$ cat src/hw/rtl/bdq_pkg.sv
// Shared types and constants for the bounded double-ended queue.
`timescale 1ns / 1ps

package bdq_pkg;

    localparam int DEPTH    = 64;
    localparam int IDX_W    = $clog2(DEPTH);
    localparam int CNT_W    = $clog2(DEPTH + 1);
    localparam int MODE_W   = 3;
    localparam int VAL_W    = 32;
    localparam int POS_W    = 7;
    localparam int STATUS_W = 2;
    localparam int LEN_W    = 7;
    localparam int CMP_W    = (CNT_W > POS_W) ? CNT_W : POS_W;

    localparam logic [MODE_W-1:0] MODE_PUSH_FRONT = 3'd0;
    localparam logic [MODE_W-1:0] MODE_PUSH_BACK  = 3'd1;
    localparam logic [MODE_W-1:0] MODE_POP_FRONT  = 3'd2;
    localparam logic [MODE_W-1:0] MODE_POP_BACK   = 3'd3;
    localparam logic [MODE_W-1:0] MODE_TRUNCATE   = 3'd4;
    localparam logic [MODE_W-1:0] MODE_QUERY      = 3'd5;

    localparam logic [STATUS_W-1:0] STATUS_OK    = 2'd0;
    localparam logic [STATUS_W-1:0] STATUS_EMPTY = 2'd1;
    localparam logic [STATUS_W-1:0] STATUS_FULL  = 2'd2;

    typedef struct packed {
        logic [MODE_W-1:0]       mode;
        logic signed [VAL_W-1:0] value_in;
        logic [POS_W-1:0]        position;
    } op_beat_t;

    typedef struct packed {
        logic [STATUS_W-1:0]     status;
        logic signed [VAL_W-1:0] value_out;
        logic [LEN_W-1:0]        length;
        logic                    is_empty;
    } res_beat_t;

    typedef struct packed {
        logic capture;
        logic exec;
        logic load;
    } dp_cmd_t;

    typedef struct packed {
        logic out_free;
    } dp_status_t;

endpackage

$ cat src/hw/rtl/bdq_ctrl.sv
// Sequencing state machine for the double-ended queue.
`timescale 1ns / 1ps

module bdq_ctrl
(
    input  logic                  clk,
    input  logic                  rst_n,
    input  logic                  op_valid,
    output logic                  op_ready,
    input  bdq_pkg::dp_status_t   dp_status,
    output bdq_pkg::dp_cmd_t      dp_cmd
);

    typedef enum logic [1:0]
    {
        S_IDLE,
        S_EXEC,
        S_FINISH
    } state_t;

    state_t state_reg;
    state_t state_next;

    always_comb
    begin
        state_next = state_reg;
        unique case (state_reg)
            S_IDLE:
            begin
                if (op_valid)
                begin
                    state_next = S_EXEC;
                end
            end
            S_EXEC:
            begin
                state_next = S_FINISH;
            end
            S_FINISH:
            begin
                if (dp_status.out_free)
                begin
                    state_next = S_IDLE;
                end
            end
            default:
            begin
                state_next = S_IDLE;
            end
        endcase
    end

    always_ff @(posedge clk or negedge rst_n)
    begin
        if (!rst_n)
        begin
            state_reg <= S_IDLE;
        end
        else
        begin
            state_reg <= state_next;
        end
    end

    assign op_ready       = (state_reg == S_IDLE);
    assign dp_cmd.capture = (state_reg == S_IDLE) && op_valid;
    assign dp_cmd.exec    = (state_reg == S_EXEC);
    assign dp_cmd.load    = (state_reg == S_FINISH) && dp_status.out_free;

endmodule

$ cat src/hw/rtl/bdq_datapath.sv
// Ring buffer, pointers and result register for the double-ended queue.
`timescale 1ns / 1ps

module bdq_datapath
(
    input  logic                 clk,
    input  logic                 rst_n,
    input  bdq_pkg::dp_cmd_t     dp_cmd,
    output bdq_pkg::dp_status_t  dp_status,
    input  bdq_pkg::op_beat_t    op,
    output logic                 res_valid,
    input  logic                 res_ready,
    output bdq_pkg::res_beat_t   res
);

    localparam int DEPTH = bdq_pkg::DEPTH;
    localparam int IDX_W = bdq_pkg::IDX_W;
    localparam int CNT_W = bdq_pkg::CNT_W;
    localparam int VAL_W = bdq_pkg::VAL_W;
    localparam int LEN_W = bdq_pkg::LEN_W;
    localparam int CMP_W = bdq_pkg::CMP_W;

    function automatic logic [IDX_W-1:0] slot_add(input logic [IDX_W-1:0] base,
                                                  input logic [IDX_W:0]   off);
        logic [IDX_W+1:0] sum;
        sum = {2'b00, base} + {1'b0, off};
        if (sum >= (IDX_W+2)'(DEPTH))
        begin
            sum = sum - (IDX_W+2)'(DEPTH);
        end
        return sum[IDX_W-1:0];
    endfunction

    logic [VAL_W-1:0] mem [DEPTH];

    bdq_pkg::op_beat_t          op_reg;
    logic [IDX_W-1:0]           front_reg;
    logic [IDX_W-1:0]           front_next;
    logic [CNT_W-1:0]           count_reg;
    logic [CNT_W-1:0]           count_next;
    logic [bdq_pkg::STATUS_W-1:0] status_reg;
    logic [bdq_pkg::STATUS_W-1:0] status_next;
    logic                       pop_reg;
    logic                       pop_next;
    logic [VAL_W-1:0]           rd_data_reg;
    logic                       we;
    logic [IDX_W-1:0]           waddr;
    logic [IDX_W-1:0]           raddr;
    logic                       full;
    logic                       empty;
    logic [CMP_W-1:0]           pos_ext;
    logic [CMP_W-1:0]           cnt_ext;
    logic                       out_valid_reg;
    bdq_pkg::res_beat_t         out_reg;

    assign full    = (count_reg == CNT_W'(DEPTH));
    assign empty   = (count_reg == '0);
    assign pos_ext = CMP_W'(op_reg.position);
    assign cnt_ext = CMP_W'(count_reg);

    always_comb
    begin
        front_next  = front_reg;
        count_next  = count_reg;
        status_next = bdq_pkg::STATUS_OK;
        pop_next    = 1'b0;
        we          = 1'b0;
        waddr       = front_reg;
        raddr       = front_reg;
        case (op_reg.mode)
            bdq_pkg::MODE_PUSH_FRONT:
            begin
                if (full)
                begin
                    status_next = bdq_pkg::STATUS_FULL;
                end
                else
                begin
                    front_next = (front_reg == '0) ? IDX_W'(DEPTH - 1) : front_reg - 1'b1;
                    waddr      = front_next;
                    we         = 1'b1;
                    count_next = count_reg + 1'b1;
                end
            end
            bdq_pkg::MODE_PUSH_BACK:
            begin
                if (full)
                begin
                    status_next = bdq_pkg::STATUS_FULL;
                end
                else
                begin
                    waddr      = slot_add(front_reg, (IDX_W+1)'(count_reg));
                    we         = 1'b1;
                    count_next = count_reg + 1'b1;
                end
            end
            bdq_pkg::MODE_POP_FRONT:
            begin
                if (empty)
                begin
                    status_next = bdq_pkg::STATUS_EMPTY;
                end
                else
                begin
                    raddr      = front_reg;
                    pop_next   = 1'b1;
                    front_next = slot_add(front_reg, (IDX_W+1)'(1));
                    count_next = count_reg - 1'b1;
                end
            end
            bdq_pkg::MODE_POP_BACK:
            begin
                if (empty)
                begin
                    status_next = bdq_pkg::STATUS_EMPTY;
                end
                else
                begin
                    raddr      = slot_add(front_reg, (IDX_W+1)'(count_reg - 1'b1));
                    pop_next   = 1'b1;
                    count_next = count_reg - 1'b1;
                end
            end
            bdq_pkg::MODE_TRUNCATE:
            begin
                if (pos_ext < cnt_ext)
                begin
                    count_next = CNT_W'(pos_ext);
                end
            end
            default:
            begin
            end
        endcase
    end

    always_ff @(posedge clk)
    begin
        if (dp_cmd.exec)
        begin
            if (we)
            begin
                mem[waddr] <= op_reg.value_in;
            end
            rd_data_reg <= mem[raddr];
        end
    end

    always_ff @(posedge clk)
    begin
        if (dp_cmd.capture)
        begin
            op_reg <= op;
        end
        if (dp_cmd.exec)
        begin
            status_reg <= status_next;
            pop_reg    <= pop_next;
        end
        if (dp_cmd.load)
        begin
            out_reg.status    <= status_reg;
            out_reg.value_out <= pop_reg ? rd_data_reg : '0;
            out_reg.length    <= LEN_W'(count_reg);
            out_reg.is_empty  <= (count_reg == '0);
        end
    end

    always_ff @(posedge clk or negedge rst_n)
    begin
        if (!rst_n)
        begin
            front_reg     <= '0;
            count_reg     <= '0;
            out_valid_reg <= 1'b0;
        end
        else
        begin
            if (dp_cmd.exec)
            begin
                front_reg <= front_next;
                count_reg <= count_next;
            end
            if (dp_cmd.load)
            begin
                out_valid_reg <= 1'b1;
            end
            else if (res_ready)
            begin
                out_valid_reg <= 1'b0;
            end
        end
    end

    assign dp_status.out_free = !out_valid_reg || res_ready;
    assign res_valid          = out_valid_reg;
    assign res                = out_reg;

    a_count_bound: assert property (@(posedge clk) disable iff (!rst_n)
        count_reg <= CNT_W'(DEPTH))
        else $error("entry count exceeds depth");

    a_front_bound: assert property (@(posedge clk) disable iff (!rst_n)
        front_reg < IDX_W'(DEPTH - 1) || front_reg == IDX_W'(DEPTH - 1))
        else $error("front index outside ring");

    a_empty_flag: assert property (@(posedge clk) disable iff (!rst_n)
        out_valid_reg |-> (out_reg.is_empty == (out_reg.length == '0)))
        else $error("empty flag disagrees with length");

    a_fail_no_value: assert property (@(posedge clk) disable iff (!rst_n)
        (out_valid_reg && out_reg.status != bdq_pkg::STATUS_OK) |-> (out_reg.value_out == '0))
        else $error("failed operation returned a value");

endmodule

$ cat src/hw/rtl/bounded_double_ended_queue.sv
// Top level of the bounded double-ended queue.
`timescale 1ns / 1ps

// Double-ended queue of signed 32-bit values in a ring buffer of bdq_pkg::DEPTH entries.
// Each accepted op beat gives exactly one res beat. An operation passes through accept,
// execute (pointer update, a read of the ring memory and, on a push, a write to it),
// then load of the result register, whose read data is registered. The load waits
// until the result register is free, and no new op beat is accepted before the last
// one has been loaded. No clearing pass after reset.

module bounded_double_ended_queue
(
    input  logic               clk,
    input  logic               rst_n,
    input  logic               op_valid,
    output logic               op_ready,
    input  bdq_pkg::op_beat_t  op,
    output logic               res_valid,
    input  logic               res_ready,
    output bdq_pkg::res_beat_t res
);

    bdq_pkg::dp_cmd_t    dp_cmd;
    bdq_pkg::dp_status_t dp_status;

    bdq_ctrl u_ctrl
    (
        .clk       (clk),
        .rst_n     (rst_n),
        .op_valid  (op_valid),
        .op_ready  (op_ready),
        .dp_status (dp_status),
        .dp_cmd    (dp_cmd)
    );

    bdq_datapath u_datapath
    (
        .clk       (clk),
        .rst_n     (rst_n),
        .dp_cmd    (dp_cmd),
        .dp_status (dp_status),
        .op        (op),
        .res_valid (res_valid),
        .res_ready (res_ready),
        .res       (res)
    );

endmodule

$ cat config.mk
export PLATFORM = sky130hd
export DESIGN_NAME = bounded_double_ended_queue
export DESIGN_NICKNAME = d
export VERILOG_FILES = /design/src/hw/rtl/bdq_pkg.sv /design/src/hw/rtl/bdq_ctrl.sv /design/src/hw/rtl/bdq_datapath.sv /design/src/hw/rtl/bounded_double_ended_queue.sv
export SDC_FILE = /design/constraint.sdc
export NUM_CORES = 2
export LEC_CHECK = 0
export ABC_AREA = 1
export BUFFER_PORTS_ARGS = -buffer_cell sky130_fd_sc_hd__clkbuf_2
export CAP_MARGIN = 5
export CORE_MARGIN = 8
export CORE_UTILIZATION = 50
export CTS_BUF_LIST = sky130_fd_sc_hd__clkbuf_4
export DETAILED_ROUTE_END_ITERATION = 10
export PLACE_DENSITY = 0.68
export SLEW_MARGIN = 25
export SYNTH_ARGS = -nofsm -noshare
export SYNTH_HDL_FRONTEND = slang
export SYNTH_HIERARCHICAL = 1
export SYNTH_SLANG_ARGS = --single-unit
$ cat constraint.sdc
create_clock -name clk -period 4.2 [get_ports clk]
set_clock_uncertainty 0.05 [all_clocks]
set_input_delay 0.42 -clock clk [delete_from_list [all_inputs] [get_ports clk]]
set_output_delay 0.42 -clock clk [all_outputs]
set_load 0.03 [all_outputs]
-- Yosys cells after proc, flatten, opt, wreduce, memory -nomap -nowiden
Memories as Yosys holds them, arrays and structs flattened. A register that Yosys moved wholly into a read port is not among the register bits.
Index checks and enable logic that the tools add are counted.
- bits in registers: 103
- RAM bits: 2048
- input port bits: 46
- output and inout port bits: 44
- word-level logic and storage cells: 85
- memories: 1
- add/sub/neg operators: 9
- $lt $le $gt $ge: 4
- equal/unequal tests: 13
- muxes and demuxes: 29
- reduce and logical (&&, ||, !) cells: 16
- memory list (name ; words ; width ; read ports ; clocked after memory_dff ; wr ports ; RTL line ; text):
    u_datapath.mem ; 64 ; 32 ; 1 ; 1 ; 1 ; bdq_datapath.sv:34 ; logic [VAL_W-1:0] mem [DEPTH];
- operator list (cell ; number):
    $mux 6 ; 9
    $pmux 6 s2 ; 2
    $sub 6x1->6 const B ; 4
    $mux 7 ; 3
    $pmux 7 s3 ; 1
    $add 6x7->8 ; 2
    $ge 8x7->1 const B ; 2
    $mux 1 ; 9
    $ne 2x2->1 const B ; 4
    $add 6x1->7 const B ; 1
    $add 7x1->7 const B ; 1
    $eq 7x7->1 const B ; 1
    $ge 7x7->1 const B ; 1
    $logic_not 7->1 ; 1
    $lt 7x7->1 ; 1
    $sub 7x1->7 const B ; 1
    $eq 3x2->1 const B ; 2
    $logic_not 6->1 ; 1
    $mux 2 ; 3
    $pmux 2 s3 ; 1
    $reduce_and 5->1 ; 1
    $ne 2x1->1 const B ; 2
    $pmux 2 s2 ; 1
    $reduce_bool 2->1 ; 2
    13 further kinds ; 15

-- Logic depth before layout (Yosys ltp)
- depth after elaboration: 6
- mapped depth: 18
- gate-level depth less buffers: 16

-- Cells and area by module
Netlist, hierarchy kept.
- by module, submodules not included (module ; instances ; cells each ; area each (µm²) ; sequential area each (µm²)):
    bdq_datapath ; 1 ; 9138 ; 95291.4 ; 65422.7
    bdq_ctrl ; 1 ; 14 ; 103.8 ; 50.0

-- Least setup slack after synthesis
Ideal clock, no wire load.
- path kind: register to register
- start point: register u_ctrl.state_reg[1]
- end point: register u_datapath/op_reg[10] (netlist bit) (enable)
- library setup time: 0.502 ns
- arrival: 3.548 ns
- required time: 3.648 ns
- path slack: 0.100 ns
- cell stages (with the launch flop): 2
- path buffers: 0
- clock period less this slack: 4.100 ns
- path through: dfrtp_1 nor3b_1
- RTL lines (element ; RTL line ; text):
    from (decl) ; bdq_ctrl.sv:21 ; state_t state_reg;
    from (signal assigned) ; bdq_ctrl.sv:61 ; state_reg <= state_next;
    to (signal assigned) ; bdq_datapath.sv:154 ; op_reg <= op;
    to (decl) ; bdq_datapath.sv:36 ; bdq_pkg::op_beat_t op_reg;

-- Worst setup path after layout
- start point: register u_datapath.count_reg[0], in the netlist u_datapath/cnt_ext[0]
- end point: register u_datapath.rd_data_reg[13] (read register of u_datapath.mem) (data pin)
- cells in the longest elaborated chain, start to end: 6
- elaborated cells on any way between the ends: 8
- classes of those cells: add/sub: 3; order compare: 1; mux: 3; reduce/logical: 1
- RTL lines (element ; RTL line ; text):
    from (decl) ; bdq_datapath.sv:39 ; logic [CNT_W-1:0] count_reg;
    from (signal assigned) ; bdq_datapath.sv:183 ; count_reg <= count_next;
    $sub 7x1->7 ; bdq_datapath.sv:120 ; raddr = slot_add(front_reg, (IDX_W+1)'(count_reg - 1'b1));
    $add 6x7->8 ; bdq_datapath.sv:26 ; sum = {2'b00, base} + {1'b0, off};
    $ge 8x7->1 or $sub 6x1->6 (tied branches) ; bdq_datapath.sv:27, bdq_datapath.sv:29 ;
    $mux 6 ; bdq_datapath.sv:27 ; if (sum >= (IDX_W+2)'(DEPTH))
    $mux 6 (*) ; bdq_datapath.sv:114 ; if (empty)
    $mux 6 (*) ; -- ;
    to (decl) ; bdq_datapath.sv:45 ; logic [VAL_W-1:0] rd_data_reg;
Mark *: on every way between the ends. The rest lies on a longest branch, timed or not.
A chain may end at the register's enable or synchronous reset.

==> results.cfg <==
[outcome]
status = completed

[clock_network]
h-tree-depth = 6
cts_sinks = 2183
cts_buffer_depth = 4
clock_latency_ps = 1400
post-cts-setup-buffers = 0
root_buffer = clkbuf_4
clk_pin_slew_ps = 70
cts_made_buffers = 587
cts_tree = yes

[sta]
tightestPinTransition_ps = 1080
fin_crit_ps = 4040
max_slew_margin_pct = 28.2
timing.final.crit_share_pct = 96.3
slew_violations = 0
setup-tns-final_ps = 0
report.final.setup_viol = 0
grt_setup_unrepaired = false
fmax_ghz = 0.247
hold_viol = 0

[power]
ir_drop_uv = 683
p_leak_uw = 0.0470
powerDensity_mw_per_mm2 = 667
power_uw = 73000

[grt]
grt-ovfl-total = 0
grt_pass1_vias = 66400
grt_pass1_wl_microns = 409000
antenna_found_initial = 13
grt_use_total_pct = 26.2
grt_max_degree = 126

[worst_setup_path]
slowest_stage = dfrtp_1
crit_fanout = 40
startpoint = u_datapath/cnt_ext[0]$_DFFE_PN0P_
required_ps = 5250
cpMostUsedCell = nand3_1
cp.arrival_ps = 5090
reg2reg_depth = 17
r2r-end = u_datapath/rd_data_reg[13]$_DFFE_PP_
crit_type = flip-flop to flip-flop
r2r_slack_ps = 160
path_cells = inv_1 -> ha_1 -> nand2_1 -> nor2_4 -> nand2_4 -> nand2_4 -> nand2_2 -> nand2_8 -> buf_12 -> buf_4 -> nand2_1 -> nand3_1 -> nand3_1 -> nand3_1 -> nand3_1 -> nand3_1 -> nand2_1
reg2reg_from = u_datapath/cnt_ext[0]$_DFFE_PN0P_
slowest_delay_ps = 450
worstSetupStartpointType = flip-flop
crit_path_end_kind = flip-flop

[detailed_routing]
dr.first_iter.drc_count = 8623
drt.antenna.violating_nets = 0
drt_pre_antenna_iters = 8
wire_per_inst_microns = 21.6
detail_route.vias_per_cell = 5.40
num_vias = 68400
drc = 0
routed_wl_microns = 273000

[die]
row_count = 160
start_util_pct = 50.3
die_x_microns = 453
die_y_microns = 453
fp.coreArea_sq_mm = 0.190
ios = 90
dieArea_sq_mm = 0.205

[layout]
fin_area_sq_mm = 0.109
post-route-util_pct = 57.6
fin_nets = 9844
multi_input_area_sq_mm = 0.0207
layout_commonest_cell = nand3_1
regArea_sq_mm = 0.0655
fillers = 15800
area_growth_syn_to_layout_pct = 14.6
layout-drive-gt1-share_pct = 13.7
largest_register_ffs = 2048
mostFrequentLayoutCells = 2181 x nand3_1, 2167 x edfxtp_1, 2085 x nand2_1

[yosys]
synthCells = 9152
synth_seq_area_share_pct = 68.6
synth_area_sq_mm = 0.0954
yosysWarnings = 6
synth.distinct_cells = 40
ys_async_sr_fraction_pct = 0.733
synth_nets = 9221
synth_seq_cells = 2183
synth-edff-count = 2167
synth.avg_cell_area_sq_um = 10.4
synth_top_flop_cell = edfxtp_1

[placed_design]
place_area_sq_mm = 0.101
port_buffers = 89
dp_hpwl_microns = 160000
place.gp.congestion = 0.921

[run]
drv_cap = 0

[hold_path]
worst_hold_path_type = input port to async pin
[what timing repair did]
item                                    CTS  global route
hold endpoints to repair                145            16
endpoints found under the setup margin    0             4
gates resized for setup                   0             4
hold buffers                             90             1
[worst max-delay path: cells and delay by family (launching register included)]
family                   cells  cell delay, ps
AND/OR/NAND/NOR             13            2200
buffers and inverters        3             730
flip-flops                   1             450
adder cells (fa/ha/maj)      1             220
[per-stage QoR]
| stage | instances | setup slack, ps | hold WS, ps |
|---|---|---|---|
| finish | 12700 | 157 | 91.0 |
| global route | 12700 | 14.2 | 51.8 |
| CTS | 12700 | 238 | 97.2 |
| detailed placement | 11600 | 260 | 357 |
| global placement | 11600 | 268 | 357 |
| floorplan | 9152 | 99.8 | 74.4 |
[per-layer routing]
metal | track usage, % | wire length (microns) | up-vias
li1 | - | - | 31400
met1 | 34.6 | 105000 | 32500
met2 | 41.6 | 126000 | 3767
met3 | 5.61 | 28500 | 708
met4 | 12.4 | 13400 | 2
met5 | 0 | 13 | -
[cells by family after synthesis]
family	count (synthesis)	share of synthesized area, %
simple gates	4388	20.2
xor+xnor	15	0.138
buf+inv	2479	10.3
fa+ha+maj	23	0.317
flops	2183	68.6
compound gates	64	0.392
[how the worst max path moves through the flow]
stage                                      endpoint  slack, ps  cells after the start
6_report       u_datapath/rd_data_reg[13]$_DFFE_PP_        160                     17
3_5_place_dp   u_datapath/rd_data_reg[13]$_DFFE_PP_        260                     17
5_1_grt        u_datapath/rd_data_reg[27]$_DFFE_PP_         10                     17
4_1_cts        u_datapath/rd_data_reg[13]$_DFFE_PP_        240                     14
3_3_place_gp   u_datapath/rd_data_reg[13]$_DFFE_PP_        270                     14
2_1_floorplan       u_datapath/op_reg[10]$_DFFE_PP_        100                      1
[Yosys cell counts, types with 3 or more instances]
cell type | n | area share, %
edfxtp_1 | 2167 | 68
buf_4 | 11 | 0.087
a21oi_1 | 17 | 0.089
nand2_4 | 4 | 0.047
inv_2 | 10 | 0.039
xnor2_1 | 4 | 0.037
dfrtp_1 | 16 | 0.42
nor2_1 | 90 | 0.35
buf_1 | 21 | 0.083
nand3_1 | 2183 | 11
o21ai_0 | 26 | 0.14
xor2_1 | 11 | 0.10
nor3_1 | 5 | 0.026
buf_2 | 359 | 1.9
nand2_1 | 2086 | 8.2
clkbuf_1 | 79 | 0.31
inv_1 | 1996 | 7.9
ha_1 | 21 | 0.28
nand4_1 | 8 | 0.052
o211ai_1 | 8 | 0.063
o22ai_1 | 3 | 0.020
[final cells by class]
type                            instances  area share [%]
Sequential cell                      2183            59.9
Multi-Input combinational cell       4490            19.0
Inverter                             2007            6.90
Clock buffer                          839            5.76
Timing Repair Buffer                  506            4.97
Tap cell                             2511            2.87
Clock inverter                        132           0.648
Antenna cell                           11          0.0252
[report_power, final]
group | switching, uW | internal, uW
clock network | 8630 | 9540
registers | 522 | 25200
logic | 20800 | 8290
Power figures use the tool's default switching activity.
